==> src/rtl/ptt_pkg.sv <==
`default_nettype none
// ----------------------------------------------------------------------------
// ptt_pkg
// Types and codes shared by the periodic timer table and its slot evaluator.
// ----------------------------------------------------------------------------
package ptt_pkg;

	// Command opcodes.
	localparam logic [1:0] OP_SET   = 2'd0;
	localparam logic [1:0] OP_CLEAR = 2'd1;
	localparam logic [1:0] OP_CHECK = 2'd2;
	localparam logic [1:0] OP_WAKE  = 2'd3;

	// Result kinds.
	localparam logic [1:0] KIND_ACK   = 2'd0;
	localparam logic [1:0] KIND_FIRED = 2'd1;
	localparam logic [1:0] KIND_NONE  = 2'd2;
	localparam logic [1:0] KIND_CHECK = 2'd3;

	// At most this many fires are reported for one wake.
	localparam int MAX_FIRES  = 16;
	localparam int FIRE_CNT_W = 5;

	// Largest remaining time that a set may store.
	localparam logic [32:0] REMAIN_MAX = 33'h0_FFFF_FFFF;

	typedef struct packed {
		logic [1:0]  opcode;
		logic [3:0]  slot;
		logic [30:0] period;
		logic        repeat_on_fire;
		logic [31:0] now;
	} cmd_item_t;

	typedef struct packed {
		logic [1:0] kind;
		logic [3:0] slot_res;
		logic       due;
		logic       last;
	} res_item_t;

	// One entry of the slot memory; remaining is a two's complement value.
	typedef struct packed {
		logic        repeat_on_fire;
		logic [30:0] period;
		logic [32:0] remaining;
	} slot_word_t;

	// Outcome of evaluating one slot during a sweep.
	typedef struct packed {
		logic       fire;
		logic       due;
		logic       armed_next;
		slot_word_t word;
	} eval_res_t;

endpackage
`default_nettype wire

==> src/rtl/periodic_timer_table.sv <==
// A set or clear gives its acknowledge from the execute state; a check or wake gives
// its final result from the finish state, after the sweep over all TIMER_SLOTS slots.
// A new item is accepted only in the idle state, once the previous one is done; the
// sweep reads the slots one after another over the single read port of the slot RAM.
// A stalled fire report holds the sweep while the consumer holds back. Reset clears the
// armed flags, the listed flag and the last wake time at once; no clearing pass.
`default_nettype none
// ----------------------------------------------------------------------------
// periodic_timer_table
// Table of millisecond timer slots with periodic reload. Slot data sits in
// one RAM; check and wake sweep it with a read-evaluate-write pipeline.
// ----------------------------------------------------------------------------
module periodic_timer_table #(
	parameter int TIMER_SLOTS = 16
) (
	input  wire logic               clk,
	input  wire logic               arst_n,
	input  wire logic               cmd_valid,
	output logic                    cmd_ready,
	input  wire ptt_pkg::cmd_item_t cmd,
	output logic                    res_valid,
	input  wire logic               res_ready,
	output ptt_pkg::res_item_t      res
);
	import ptt_pkg::*;

	localparam int IDX_W = (TIMER_SLOTS > 1) ? $clog2(TIMER_SLOTS) : 1;
	localparam int CNT_W = $clog2(TIMER_SLOTS + 1);
	localparam int WORD_W = $bits(slot_word_t);

	typedef enum logic [1:0] {
		ST_IDLE,
		ST_EXEC,
		ST_SWEEP,
		ST_FINISH
	} state_t;

	// Control state.
	state_t                  state_q;
	logic [TIMER_SLOTS-1:0]  armed_q;
	logic                    any_listed_q;
	logic [31:0]             lwt_q;
	logic [CNT_W-1:0]        rd_cnt_q;
	logic                    v_s1;
	logic                    pend_v_q;
	logic [FIRE_CNT_W-1:0]   fires_q;
	logic                    due_acc_q;
	logic                    any_acc_q;
	logic                    res_valid_q;

	// Payload registers.
	cmd_item_t               cmd_q;
	logic [31:0]             elapsed_q;
	logic [IDX_W-1:0]        idx_s1;
	logic [3:0]              pend_slot_q;
	res_item_t               res_q;

	// Datapath.
	logic                    can_push;
	logic                    push;
	res_item_t               push_item;
	logic                    slot_ok;
	logic [IDX_W-1:0]        slot_idx;
	logic                    is_wake;
	logic                    slot_armed;
	logic                    report;
	logic                    stall;
	logic                    adv;
	logic                    more;
	logic                    ram_we;
	logic [IDX_W-1:0]        ram_waddr;
	slot_word_t              ram_wword;
	logic                    ram_re;
	logic [WORD_W-1:0]       ram_rdata;
	slot_word_t              rd_word;
	slot_word_t              set_word;
	logic [32:0]             set_sum;
	eval_res_t               ev;

	assign cmd_ready = (state_q == ST_IDLE);
	assign res_valid = res_valid_q;
	assign res       = res_q;

	// The output register frees itself when the current result is taken.
	assign can_push = !res_valid_q || res_ready;

	// Slot numbers beyond the table are acknowledged but change nothing.
	assign slot_ok  = ({28'd0, cmd_q.slot} < 32'(TIMER_SLOTS));
	assign slot_idx = IDX_W'({28'd0, cmd_q.slot});
	assign is_wake  = (cmd_q.opcode == OP_WAKE);

	// Remaining time of a newly set slot is its period plus the time since the
	// last wake, held at the 32-bit ceiling.
	assign set_sum = {2'b00, cmd_q.period} + {1'b0, elapsed_q};
	always_comb begin
		set_word.repeat_on_fire = cmd_q.repeat_on_fire;
		set_word.period         = cmd_q.period;
		set_word.remaining      = set_sum[32] ? REMAIN_MAX : set_sum;
	end

	// Evaluation stage of the sweep: the RAM output belongs to slot idx_s1.
	assign rd_word    = slot_word_t'(ram_rdata);
	assign slot_armed = v_s1 && armed_q[idx_s1];

	ptt_slot_eval u_eval (
		.armed   (slot_armed),
		.word    (rd_word),
		.elapsed (elapsed_q),
		.res     (ev)
	);

	// A reportable fire is held back by one so that the final one can carry
	// last. Pushing the held one out is the only thing that can stall the sweep.
	assign report = is_wake && ev.fire && (fires_q < FIRE_CNT_W'(MAX_FIRES));
	assign stall  = v_s1 && report && pend_v_q && !can_push;
	assign adv    = (state_q == ST_SWEEP) && !stall;
	assign more   = (rd_cnt_q < CNT_W'(TIMER_SLOTS));

	// Read port: the sweep only reads ahead when the evaluation stage moves,
	// so a stalled slot keeps its data on the RAM output.
	assign ram_re = adv && more;

	// Write port: a set in the execute state, or a write-back during a wake.
	// Different slots are read and written in the same cycle, never the same one.
	always_comb begin
		ram_we    = 1'b0;
		ram_waddr = slot_idx;
		ram_wword = set_word;
		if (state_q == ST_EXEC) begin
			ram_we = (cmd_q.opcode == OP_SET) && slot_ok && can_push;
		end else if (adv && slot_armed && is_wake) begin
			ram_we    = 1'b1;
			ram_waddr = idx_s1;
			ram_wword = ev.word;
		end
	end

	ptt_ram #(
		.WIDTH (WORD_W),
		.DEPTH (TIMER_SLOTS)
	) u_ram (
		.clk   (clk),
		.we    (ram_we),
		.waddr (ram_waddr),
		.wdata (ram_wword),
		.re    (ram_re),
		.raddr (rd_cnt_q[IDX_W-1:0]),
		.rdata (ram_rdata)
	);

	// Result selection.
	always_comb begin
		push      = 1'b0;
		push_item = '0;
		case (state_q)
			ST_EXEC: begin
				push           = can_push;
				push_item.kind = KIND_ACK;
				push_item.last = 1'b1;
			end
			ST_SWEEP: begin
				if (v_s1 && report && pend_v_q && can_push) begin
					push               = 1'b1;
					push_item.kind     = KIND_FIRED;
					push_item.slot_res = pend_slot_q;
				end
			end
			ST_FINISH: begin
				push           = can_push;
				push_item.last = 1'b1;
				if (!is_wake) begin
					push_item.kind = KIND_CHECK;
					push_item.due  = due_acc_q;
				end else if (pend_v_q) begin
					push_item.kind     = KIND_FIRED;
					push_item.slot_res = pend_slot_q;
				end else begin
					push_item.kind = KIND_NONE;
				end
			end
			default: begin
				push = 1'b0;
			end
		endcase
	end

	// Sequencer and control state.
	always_ff @(posedge clk or negedge arst_n) begin
		if (!arst_n) begin
			state_q      <= ST_IDLE;
			armed_q      <= '0;
			any_listed_q <= 1'b0;
			lwt_q        <= '0;
			rd_cnt_q     <= '0;
			v_s1         <= 1'b0;
			pend_v_q     <= 1'b0;
			fires_q      <= '0;
			due_acc_q    <= 1'b0;
			any_acc_q    <= 1'b0;
			res_valid_q  <= 1'b0;
		end else begin
			if (push) begin
				res_valid_q <= 1'b1;
			end else if (res_ready) begin
				res_valid_q <= 1'b0;
			end

			case (state_q)
				ST_IDLE: begin
					if (cmd_valid) begin
						rd_cnt_q  <= '0;
						v_s1      <= 1'b0;
						fires_q   <= '0;
						due_acc_q <= 1'b0;
						any_acc_q <= 1'b0;
						if (cmd.opcode == OP_SET || cmd.opcode == OP_CLEAR) begin
							state_q <= ST_EXEC;
						end else begin
							state_q <= ST_SWEEP;
						end
					end
				end
				ST_EXEC: begin
					if (can_push) begin
						if (cmd_q.opcode == OP_SET && slot_ok) begin
							armed_q[slot_idx] <= 1'b1;
							any_listed_q      <= 1'b1;
							// An empty table restarts its time base at this set.
							if (!any_listed_q) begin
								lwt_q <= cmd_q.now;
							end
						end else if (cmd_q.opcode == OP_CLEAR && slot_ok) begin
							armed_q[slot_idx] <= 1'b0;
						end
						state_q <= ST_IDLE;
					end
				end
				ST_SWEEP: begin
					if (adv) begin
						if (more) begin
							v_s1     <= 1'b1;
							rd_cnt_q <= rd_cnt_q + CNT_W'(1);
						end else begin
							v_s1 <= 1'b0;
						end
						if (v_s1) begin
							due_acc_q <= due_acc_q || ev.due;
							if (is_wake) begin
								armed_q[idx_s1] <= ev.armed_next;
								any_acc_q       <= any_acc_q || ev.armed_next;
								if (report) begin
									pend_v_q <= 1'b1;
									fires_q  <= fires_q + FIRE_CNT_W'(1);
								end
							end
						end else if (!more) begin
							state_q <= ST_FINISH;
						end
					end
				end
				ST_FINISH: begin
					if (can_push) begin
						if (is_wake) begin
							lwt_q <= cmd_q.now;
							// Slots still armed after the wake are exactly those
							// that stay listed.
							any_listed_q <= any_acc_q;
						end
						pend_v_q <= 1'b0;
						state_q  <= ST_IDLE;
					end
				end
				default: begin
					state_q <= ST_IDLE;
				end
			endcase
		end
	end

	// Payload registers, no reset needed.
	always_ff @(posedge clk) begin
		if (cmd_valid && cmd_ready) begin
			cmd_q <= cmd;
			if (cmd.opcode == OP_SET && !any_listed_q) begin
				elapsed_q <= '0;
			end else begin
				elapsed_q <= cmd.now - lwt_q;
			end
		end
		if (adv && more) begin
			idx_s1 <= rd_cnt_q[IDX_W-1:0];
		end
		if (adv && v_s1 && report) begin
			pend_slot_q <= 4'(idx_s1);
		end
		if (push) begin
			res_q <= push_item;
		end
	end

`ifndef SYNTH
	// An armed slot is always a listed one, so the table cannot look empty.
	a_armed_listed: assert property (@(posedge clk) disable iff (!arst_n)
		(armed_q != '0) |-> any_listed_q)
		else $error("armed slot while table is marked empty");

	// The fire counter never passes the reporting limit.
	a_fire_cap: assert property (@(posedge clk) disable iff (!arst_n)
		fires_q <= FIRE_CNT_W'(MAX_FIRES))
		else $error("fire count beyond reporting limit");

	// A new item only starts with the sweep pipeline and the held fire empty.
	a_clean_start: assert property (@(posedge clk) disable iff (!arst_n)
		(cmd_valid && cmd_ready) |-> (!v_s1 && !pend_v_q))
		else $error("item accepted with sweep state left over");

	// After a stalled sweep cycle the evaluation stage still holds its slot.
	a_stall_hold: assert property (@(posedge clk) disable iff (!arst_n)
		stall |=> (v_s1 && $stable(idx_s1) && $stable(rd_cnt_q)))
		else $error("sweep moved while stalled");
`endif

endmodule
`default_nettype wire

==> src/rtl/ptt_ram.sv <==
`default_nettype none
// ----------------------------------------------------------------------------
// ptt_ram
// Simple dual-port RAM with one write port and a registered read port.
// ----------------------------------------------------------------------------
module ptt_ram #(
	parameter int WIDTH = 8,
	parameter int DEPTH = 16
) (
	input  wire logic                                     clk,
	input  wire logic                                     we,
	input  wire logic [((DEPTH > 1) ? $clog2(DEPTH) : 1)-1:0] waddr,
	input  wire logic [WIDTH-1:0]                         wdata,
	input  wire logic                                     re,
	input  wire logic [((DEPTH > 1) ? $clog2(DEPTH) : 1)-1:0] raddr,
	output logic      [WIDTH-1:0]                         rdata
);

	logic [WIDTH-1:0] mem_q [DEPTH];
	logic [WIDTH-1:0] rdata_q;

	always_ff @(posedge clk) begin
		if (we) begin
			mem_q[waddr] <= wdata;
		end
		if (re) begin
			rdata_q <= mem_q[raddr];
		end
	end

	assign rdata = rdata_q;

endmodule
`default_nettype wire

==> src/rtl/ptt_slot_eval.sv <==
`default_nettype none
// ----------------------------------------------------------------------------
// ptt_slot_eval
// Evaluates one slot read from memory: due test, elapsed-time subtraction,
// expiry and reload.
// ----------------------------------------------------------------------------
module ptt_slot_eval (
	input  wire logic               armed,
	input  wire ptt_pkg::slot_word_t word,
	input  wire logic [31:0]        elapsed,
	output ptt_pkg::eval_res_t      res
);
	import ptt_pkg::*;

	logic [33:0] rem_ext;
	logic [33:0] el_ext;
	logic [33:0] diff;
	logic        expired;

	assign rem_ext = {word.remaining[32], word.remaining};
	assign el_ext  = {2'b00, elapsed};
	assign diff    = rem_ext - el_ext;
	// The slot expires when what is left after the subtraction is zero or less.
	assign expired = diff[33] || (diff == 34'd0);

	always_comb begin
		res            = '0;
		res.due        = armed && ($signed(rem_ext) <= $signed(el_ext));
		res.fire       = armed && expired;
		res.armed_next = armed && !(expired && !word.repeat_on_fire);
		res.word       = word;
		if (expired && word.repeat_on_fire) begin
			res.word.remaining = {2'b00, word.period};
		end else begin
			res.word.remaining = diff[32:0];
		end
	end

endmodule
`default_nettype wire
==> config.mk <==
export PLATFORM = sky130hd
export DESIGN_NAME = periodic_timer_table
export DESIGN_NICKNAME = d
export VERILOG_FILES = /design/src/rtl/ptt_pkg.sv /design/src/rtl/periodic_timer_table.sv /design/src/rtl/ptt_ram.sv /design/src/rtl/ptt_slot_eval.sv
export SDC_FILE = /design/constraint.sdc
export NUM_CORES = 1
export LEC_CHECK = 0
export BUFFER_PORTS_ARGS = -buffer_cell sky130_fd_sc_hd__buf_2
export CAP_MARGIN = 10
export CORE_UTILIZATION = 35
export CTS_CLUSTER_SIZE = 40
export DETAILED_ROUTE_END_ITERATION = 6
export GPL_ROUTABILITY_DRIVEN = 0
export SLEW_MARGIN = 30
export SYNTH_ARGS = -nofsm -noshare
export SYNTH_HDL_FRONTEND = slang
export SYNTH_HIERARCHICAL = 1
export SYNTH_SLANG_ARGS = --single-unit
==> constraint.sdc <==
create_clock -name clk -period 12.1 [get_ports clk]
set_clock_uncertainty 0.1 [all_clocks]
set_input_delay 0.605 -clock clk [delete_from_list [all_inputs] [get_ports clk]]
set_output_delay 0.605 -clock clk [all_outputs]
set_load 0.01 [all_outputs]
* After elaboration in Yosys (flattened, before gate mapping)
Memory sizes are Yosys's and may differ from the RTL's. A register that Yosys moved wholly into a read port is not among the register bits.
Cells that the tools add are included.
** Storage, ports and cells
- Input port bits :: 74
- Bits in writable memories :: 1040
- Register bits :: 184
- Memories :: 1
- Logic and storage cells :: 196
** Memory list
- u_ram.mem_q :: depth 16, bits a word 65, rd ports 1, clocked after memory_dff 1, write ports 1, line ptt_ram.sv:19 : logic [WIDTH-1:0] mem_q [DEPTH];
** Operators by class
- Reduce and logical (&&, ||, !) cells :: 55
- Order comparisons :: 7
- Bitwise operators :: 4
- Equal/unequal tests :: 21
- Muxes and demuxes :: 80
- $add $sub $neg :: 5
** Operator list (number)
- 2-to-1 mux 32 bit :: 6
- 2-to-1 mux 65 bit :: 2
- 2-to-1 mux 16 bit :: 6
- one-hot mux 32 bit (2 select lines) :: 1
- 2-to-1 mux 5 bit :: 8
- zero test 34 bit :: 1
- subtractor 33 x 33 -> 34 bit :: 1
- adder 31 x 32 -> 33 bit :: 1
- less-or-equal comparator 33 bit :: 1
- 2-to-1 mux 33 bit :: 1
- one-hot mux 16 bit (2 select lines) :: 1
- subtractor 32 bit :: 1
- 2-to-1 mux 1 bit :: 28
- inequality test 2 bit (second input constant) :: 12
- AND reduction 6 bit :: 4
- logical AND 1 bit :: 23
- one-hot mux 5 bit (2 select lines) :: 2
- AND 16 bit :: 1
- bitwise mux 16 bit :: 1
- 2-to-1 mux 2 bit :: 8
- 2-to-1 mux 4 bit :: 4
- NOT 16 bit :: 1
- OR 16 bit :: 1
- AND reduction 5 bit :: 3
- other kinds (22) :: 54

* Longest topological paths before layout
Gate-level depths: netlist of the first run.
- Depth after elaboration :: 17
- Gate-level depth with buffers :: 23
- Depth with buffers taken out :: 20

* By module
Netlist of the first run, hierarchy kept.
** Modules (own cells, without submodules)
- ptt_ram :: area each 40894.2 um^2, instances 1, cells an instance 1673
- periodic_timer_table :: area each 11686.2 um^2, instances 1, cells an instance 1205
- ptt_slot_eval :: area each 2956.6 um^2, instances 1, cells an instance 450

* Worst setup path before layout of the first run
Ideal clock, no wire load.
- Path type :: reg2reg
- From :: register u_ram.rdata_q[25], in the netlist u_ram/rdata[25] (read register of u_ram.mem_q)
- To :: memory u_ram/mem_q[0][0] (netlist name) (enable)
- Setup slack :: 2.069 ns
- Clock period less this slack :: 10.031 ns
- Stages on the path, launching flop included :: 22
- Arrival :: 9.363 ns
- Data required time :: 11.432 ns
- Buffers on the path :: 3
- Path through :: edfxtp_1 ha_1 buf_6 a2111oi_4 o21ai_1 a221o_1 or4_1 o211ai_2 nor2_1 or4b_1 nor4_4 a21oi_1 nor2b_1 nor4b_2 nand3_1 nand2_1 or4_1 buf_2 buf_6 mux2_2 or3b_1 nor3_1
** RTL lines
- start: declaration :: line ptt_ram.sv:20 : logic [WIDTH-1:0] rdata_q;
- end: declaration :: line ptt_ram.sv:19

==> results.txt, run 1 <==
----------------------------------------------------
[Status]
  Run status ... finished clean

[STA]
  Worst slew margin relative to its limit ... 34.0%
  Period utilization ... 70.6%
  Achievable Freq ... 0.117 GHz
  Setup-failing EPs final ... 0
  Setup TNS ... 0 ps
  Unrepaired setup endpoints after global routing ... no
  Final hold violation count ... 0
  Final max-slew violation count ... 0
  Measured slew at the worst slew-check pin ... 990 ps
  Minimum clock period after layout ... 8550 ps

[Finish]
  Fill cell instance count of the final layout ... 14.1k
  Layout Area Growth over Synthesis ... 13.9%
  Fraction of layout instances using a drive strength above 1 ... 19.9%
  Ant diodes ... 0
  Net count of the finished layout ... 3664

[Clock tree]
  Maximum buffer depth of the clock tree ... 3
  H-tree depth ... 4
  Root buffer cell ... sky130_fd_sc_hd__clkbuf_16
  Later-pin clock latency in the skew report ... 770 ps
  Clock transition at the register clock pins on the worst setup and hold paths after CTS ... 60 ps
  Post-cts repair resize count ... 0
  Sink Count ... 1289
  Total clock buffers created by CTS ... 134
  Clock tree from TritonCTS ... yes

[Setup path]
  Data required time of the critical path ... 12380 ps
  Max stage delay on crit path ... 850 ps
  Nature of the critical path startpoint ... flop
  Buffers and inverters on the worst path ... 2
  Type of the setup path with the least slack ... reg2reg
  Kind of end point of the critical path ... flop
  CP dominant cell by count ... sky130_fd_sc_hd__buf_4
  Maximum fanout encountered on the critical timing path ... 56
  Cell breakdown of the critical path ... ha_1 -> fa_1 -> nand2b_1 -> a211o_1 -> a211oi_1 -> nor2_1 -> xnor2_1 -> nor4_1 -> nand4_1 -> nor4_4 -> a21oi_1 -> buf_4 -> nor2b_1 -> nor4b_2 -> nand3_1 -> nand2_1 -> or4_4 -> mux2_2 -> or3b_1 -> nor3_2 -> buf_4
  Family with the most delay on the worst path ... simple AND/OR/NAND/NOR gates
  Worst-case register-to-register setup slack ... 3550 ps
  Data arrival at the endpoint of the critical path ... 8830 ps
  Critical-path cell with the highest stage delay ... sky130_fd_sc_hd__buf_4

[Floorplanning]
  Count of pins on the block boundary ... 84
  Placeable core area ... 157000 sq um
  Core Rows ... 145
  Die ar. ... 160000 sq um
  Starting Density ... 35.4%
  Die Y ... 400 microns
  Horizontal extent of the die ... 400 microns

[Worst hold path]
  Class of the worst hold path ... in2reg

[Synth]
  Synthesized cell area ... 55500 sq um
  Share of flip-flops with an asynchronous set or reset after synthesis ... 5.12%
  Yosys warning count ... 6
  Per-instance average area after synthesis ... 16.7 sq um
  Post-synth EDFFs ... 1223
  Count of state elements after synthesis ... 1289
  Dominant register cell in the synthesized netlist ... sky130_fd_sc_hd__edfxtp_1
  Share of synthesized area occupied by flip-flops and latches ... 69.1%
  Synth unique cells ... 90
  Synthesized netlist net count ... 3506
  Cell count after synthesis ... 3328

[GRT]
  Number of antenna violations at the first check in global routing ... 9
  Vias in the first global route ... 30.6k
  Largest net degree at the start of global routing ... 115
  Wire length of the first global-routing pass ... 210000 microns
  Global-route usage over all layers ... 17.7%
  Gr ovfl total ... 0

[Detailed routing]
  TritonRoute pass-1 iters ... 7
  Number of vias per cell ... 5.56
  Total wire length ... 143000 microns
  Number of DRC violations after detailed-routing iteration 0 ... 3557
  Final antenna-violating net count ... 0
  Routed wire length per instance ... 25.3 microns
  # DRC ... 0
  Overall via count from detail_route ... 31.4k

[Placed design]
  HPWL Detailed ... 87800 microns
  Port Buf Inserts ... 83

[Power]
  Post-route total power ... 15.2 mW
  Power Density ... 240 nW/um^2
  Peak supply drop ... 0.156 mV
  LEAKAGE ... 20.8 nW

[Job]
  Number of maximum-capacitance constraint violations ... 0

----------------------------------------------------
[worst paths after layout]
| check | startpoint | endpoint | cells after the start |
|---|---|---|---|
| worst max-delay path | elapsed_q[0] | u_ram/mem_q[0][51] | 21 |
| worst min-delay path | cmd[62] | cmd_q[62] | 1 |
| worst max register to register | elapsed_q[0] | u_ram/mem_q[0][51] | 21 |
| worst min register to register | cmd_q[29] | lwt_q[29] | 1 |
| max in group asynchronous | arst_n | rd_cnt_q[0] | 3 |
| min in group asynchronous | arst_n | async pin | 3 |
[timing repair]
| item | CTS | global route |
|---|---|---|
| endpoints found under the hold margin | 130 | 0 |
| setup buffers | 0 | 0 |
| hold buffers | 70 | 0 |
[placed cells by master (no fill, tap or decap), drive strengths merged, types with 13 or more instances in the layout]
master       count
edfxtp        1223
nand2          275
mux4           264
clkbuf         170
nor2           160
buf            144
a22oi          130
inv            116
a21oi          103
ha             101
o21ai           76
dlygate4sd3     70
dfrtp           66
mux2            64
a31oi           59
clkinv          52
nor3            47
xnor2           46
o22ai           30
xor2            30
nand3           29
a21o            27
nand2b          22
a211oi          22
and2            21
nand4           20
o21a            19
nor2b           19
o21bai          18
o211ai          13
[cell type report]
type / count / area [sq um] / share of cell area (%)
timing repair buffer: 214 / 1680 / 2.65
clock inverter: 66 / 642 / 1.01
sequential: 1289 / 38400 / 60.7
clock buffer: 170 / 3560 / 5.63
inverter: 111 / 419 / 0.663
multi-input combinational: 1736 / 16000 / 25.3
tap: 2058 / 2570 / 4.07
[worst reg2reg max path, delay by kind of cell, from the launching register on]
kind,cells,cell delay (ps)
AOI/OAI and AO/OA,3,820
xor gates and xnor gates,1,170
adders and majority gates,2,640
buffers and inverters,2,1070
DFF,1,400
muxes,1,480
and+or+nand+nor,12,4410
[layer usage]
metal  track usage [%]  share of wire, %  vias to the layer above
met5                 0                 0                        -
met4              4.54               1.9                        0
met3              3.59               9.4                      171
met2              25.2                43                     1371
met1              27.3                46                    16314
li1                  -                 -                    13543
[flip-flops by register name (all words and copies together) (netlist names), named ones only]
| name | cells |
|---|---|
| rd_cnt_q | 5 |
| slot_idx | 4 |
| pend_slot_q | 4 |
| idx_s1 | 4 |
| res_valid | 1 |
| pend_v_q | 1 |
| due_acc_q | 1 |
| fires_q | 5 |
| res | 8 |
| u_ram/mem_q | 1040 |
| any_listed_q | 1 |
| v_s1 | 1 |
| u_ram/rdata | 65 |
| cmd_q | 66 |
| state_q | 2 |
| lwt_q | 32 |
| elapsed_q | 32 |
| any_acc_q | 1 |
[metrics by stage]
| step | cells | instance area [sq um] | worst slack [ps] | utilization [%] | hold WS [ps] |
|---|---|---|---|---|---|
| floorplan | 3328 | 55500 | 2070 | - | 209 |
| global placement | 5335 | 58100 | 3950 | 37.0 | 356 |
| detailed placement | 5336 | 58200 | 3640 | 37.1 | 365 |
| CTS | 5642 | 63100 | 3630 | 40.2 | 78.6 |
| global route | 5644 | 63200 | 3010 | 40.3 | 60.5 |
| finish | 5644 | 63200 | 3550 | 40.3 | 88.5 |
[cell families after synthesis]
logic type | Yosys count | share of synthesized area (%)
flops | 1289 | 69.1
xor+xnor | 76 | 1.20
fa+ha+maj | 104 | 2.38
simple gates | 655 | 5.38
mux | 334 | 12.2
buf+inv | 303 | 2.77
compound gates | 567 | 7.00
[cell usage after synthesis, types with 40 or more instances]
cell,instances,area (sq um)
sky130_fd_sc_hd__edfxtp_1,1223,36700
sky130_fd_sc_hd__ha_1,101,1260
sky130_fd_sc_hd__xnor2_1,46,403
sky130_fd_sc_hd__a21oi_1,99,495
sky130_fd_sc_hd__clkbuf_1,75,282
sky130_fd_sc_hd__a22oi_1,130,976
sky130_fd_sc_hd__o21ai_0,70,350
sky130_fd_sc_hd__nor2_1,160,601
sky130_fd_sc_hd__inv_1,111,417
sky130_fd_sc_hd__buf_4,43,323
sky130_fd_sc_hd__buf_2,40,200
sky130_fd_sc_hd__nor3_1,47,235
sky130_fd_sc_hd__dfrtp_1,66,1650
sky130_fd_sc_hd__mux2_2,51,574
sky130_fd_sc_hd__mux4_2,264,5950
sky130_fd_sc_hd__a31oi_1,59,369
sky130_fd_sc_hd__nand2_1,273,1020
[where the power goes]
group / switching (mW) / leakage [nW] / internal [mW]
combinational: 3.12 / 6.87 / 1.73
sequential: 0.340 / 11.8 / 6.02
clock: 1.73 / 2.04 / 2.25
total: 5.19 / 20.8 / 9.99
No activity file was read; power rests on OpenSTA's default activity.
==> inputs of run 2 (changes only) <==
Clock period 12.1 ns to 7.3 ns, I/O delays scaled along.
==> results.txt, run 2 (same netlist as run 1, synthesis figures left out) <==
----------------------------------------------------
[Finish]
  Layout Area Growth over Synthesis ... 14.5%
  Largest reg by FF count ... u_ram/mem_q
  Area of combinational cells with multiple inputs ... 15900 sq um (-0.32%)
  Fraction of layout instances using a drive strength above 1 ... 20.7% (+0.83 points)
  Fill cell instance count of the final layout ... 14.0k (-0.53%)
  Number of standard cells in the layout, taps in and fillers out ... 5660 (+0.28%)
  Register Area ... 38400 sq um (unchanged)
  Commonest cells after routing, fill and taps aside ... sky130_fd_sc_hd__edfxtp_1, sky130_fd_sc_hd__nand2_1, sky130_fd_sc_hd__mux4_2
  Net count of the finished layout ... 3678 (+0.38%)
  Most common cell after layout, fill and taps aside ... sky130_fd_sc_hd__edfxtp_1
  Flip-flop count of the largest register after layout ... 1040 (unchanged)

[Setup path]
  CP dominant cell by count ... sky130_fd_sc_hd__a211o_1
  Type of the setup path with the least slack ... reg2reg
  Data arrival at the endpoint of the critical path ... 7380 ps (-1450 ps)
  Kind of end point of the critical path ... flop
  Nature of the critical path startpoint ... flop
  Maximum fanout encountered on the critical timing path ... 33 (-41%)
  Critical-path cell with the highest stage delay ... sky130_fd_sc_hd__or3b_1
  Start point of the critical path ... elapsed_q[0]
  Reg2Reg Launch Point ... elapsed_q[0]
  Data required time of the critical path ... 7630 ps (-4750 ps)
  Max stage delay on crit path ... 570 ps (-280 ps)
  Cell breakdown of the critical path ... ha_1 -> fa_1 -> nand2b_1 -> a211o_1 -> a211o_1 -> a21boi_0 -> o21ai_0 -> a2111oi_0 -> nand4_1 -> nor4_4 -> a21oi_1 -> nor2b_2 -> nor4b_2 -> nand3_1 -> nand2_1 -> or4_4 -> mux2_2 -> or3b_1 -> nor3_4 -> clkbuf_16

[STA]
  Minimum clock period after layout ... 7050 ps (-1490 ps)
  Measured slew at the worst slew-check pin ... 1110 ps (+122 ps)
  Unrepaired setup endpoints after global routing ... no
  Final max-slew violation count ... 0 (unchanged)
  Period utilization ... 96.6% (+26 points)
  Achievable Freq ... 0.142 GHz (+21%)
  Final hold violation count ... 0 (unchanged)
  Worst slew margin relative to its limit ... 25.4% (-8.6 points)
  Setup-failing EPs final ... 0 (unchanged)

[Floorplanning]
  Placeable core area ... 157000 sq um (unchanged)
  Horizontal extent of the die ... 400 microns (unchanged)
  Count of pins on the block boundary ... 84 (unchanged)
  Core Rows ... 145 (unchanged)
  Starting Density ... 35.4% (unchanged)
  Die Y ... 400 microns (unchanged)
  Die ar. ... 160000 sq um (unchanged)

[Placed design]
  Placed cells ... 5348 (+0.22%)
  HPWL Detailed ... 85400 microns (-2.7%)
  Port Buf Inserts ... 83 (unchanged)

[Clock tree]
  Later-pin clock latency in the skew report ... 770 ps (about the same)
  Root buffer cell ... sky130_fd_sc_hd__clkbuf_16
  Clock tree from TritonCTS ... yes
  Total clock buffers created by CTS ... 132 (-1.5%)
  H-tree depth ... 4 (unchanged)
  Clock transition at the register clock pins on the worst setup and hold paths after CTS ... 60 ps (about the same)
  Sink Count ... 1289 (unchanged)
  Maximum buffer depth of the clock tree ... 3 (unchanged)

[Detailed routing]
  Overall via count from detail_route ... 31.3k (-0.43%)
  # DRC ... 0 (unchanged)
  Routed wire length per instance ... 24.8 microns (-1.9%)
  Total wire length ... 141000 microns (-1.6%)
  Number of DRC violations after detailed-routing iteration 0 ... 3597 (+1.1%)
  Number of vias per cell ... 5.52 (-0.71%)
  Final antenna-violating net count ... 0 (unchanged)
  TritonRoute pass-1 iters ... 6 (-1)

[GRT]
  Vias in the first global route ... 30.6k (-0.17%)
  Global-route usage over all layers ... 17.3% (-0.41 points)
  Gr ovfl total ... 0 (unchanged)
  Wire length of the first global-routing pass ... 206000 microns (-1.7%)
  Number of antenna violations at the first check in global routing ... 2 (-7)
  Largest net degree at the start of global routing ... 118 (+2.6%)

[Status]
  Run status ... finished clean

[Power]
  Power Density ... 393 nW/um^2 (+64%)
  Post-route total power ... 25.0 mW (+65%)
  LEAKAGE ... 20.9 nW (+0.67%)
  Peak supply drop ... 0.281 mV (+80%)

[Worst hold path]
  Class of the worst hold path ... in2async

[Job]
  Number of maximum-capacitance constraint violations ... 0 (unchanged)

----------------------------------------------------
-- run 2: changes by cell type in the layout (fill, tap and decap cells not counted), moves of 4 or more --
cell	before	now
sky130_fd_sc_hd__clkbuf_1	31	23
sky130_fd_sc_hd__buf_12	4	18
sky130_fd_sc_hd__a31oi_4	12	0
sky130_fd_sc_hd__clkinvlp_4	2	9
sky130_fd_sc_hd__clkinv_1	28	22
sky130_fd_sc_hd__buf_6	3	7
sky130_fd_sc_hd__a31oi_2	3	17
sky130_fd_sc_hd__buf_4	52	45
-- run 2: through the flow --
step                area, sq um  setup TNS, ps  worst slack (ps)  hold WS (ps)  utilization (%)
global route              63600              0              15.3           172             40.5
finish                    63600              0               247           141             40.5
detailed placement        58500              0               252           367             37.3
global placement          58300              0               492           357             37.2
floorplan                 55600        -237430              -970         -30.6                -
CTS                       63500              0               181           149             40.5
-- run 2: cell type report --
| cell class | count | area share (%) |
|---|---|---|
| clock inverters | 75 | 1.17 |
| inverters | 111 | 0.659 |
| multi-input cells | 1736 | 25.1 |
| diodes | 1 | 0.00394 |
| flip-flops and latches | 1289 | 60.4 |
| clock buffers | 160 | 5.49 |
| well taps | 2058 | 4.05 |
| repair buffers | 230 | 3.17 |
-- run 2: per-layer routing --
| metal | vias to the layer above | GRT usage [%] | routed length, microns |
|---|---|---|---|
| li1 | 13555 | - | - |
| met1 | 16298 | 26.3 | 64900 |
| met2 | 1265 | 25.4 | 62300 |
| met3 | 146 | 3.49 | 11500 |
| met4 | 0 | 3.64 | 1900 |
| met5 | - | 0 | 0 |
-- run 2: path summary, 6_finish.rpt --
| path | slack, ps | cells past startpoint | endpoint |
|---|---|---|---|
| setup / recovery | 250 | 20 | u_ram/mem_q[0][33] |
| hold / removal | 140 | 3 | async pin |
| setup reg to reg | 250 | 20 | u_ram/mem_q[0][33] |
| hold reg to reg | 350 | 1 | lwt_q[19] |
| max in group asynchronous | 6420 | 3 | rd_cnt_q[1] |
| min in group clk | 200 | 2 | cmd_q[50] |
-- run 2: critical path, delay by kind of cell (launching register included) --
family	cells	cell delay [ps]
AND/OR/NAND/NOR	10	3040
flip-flops	1	410
multiplexers	1	380
AO/OA/AOI/OAI	6	1690
adder cells (fa/ha/maj)	2	670
buffers and inverters	1	320
-- run 2: report_power, final --
part	leakage [nW]	internal, mW	switching (mW)
sequential	11.8	9.97	0.481
combinational	7.00	2.80	5.07
clock	2.05	3.74	2.92
total	20.9	16.5	8.48
-- run 2: repair_timing --
item	in CTS	in global routing
setup buffers	0	2
endpoints found under the hold margin	141	0
hold buffers	73	0
endpoints found under the setup margin	0	1121
gates resized for setup	0	14
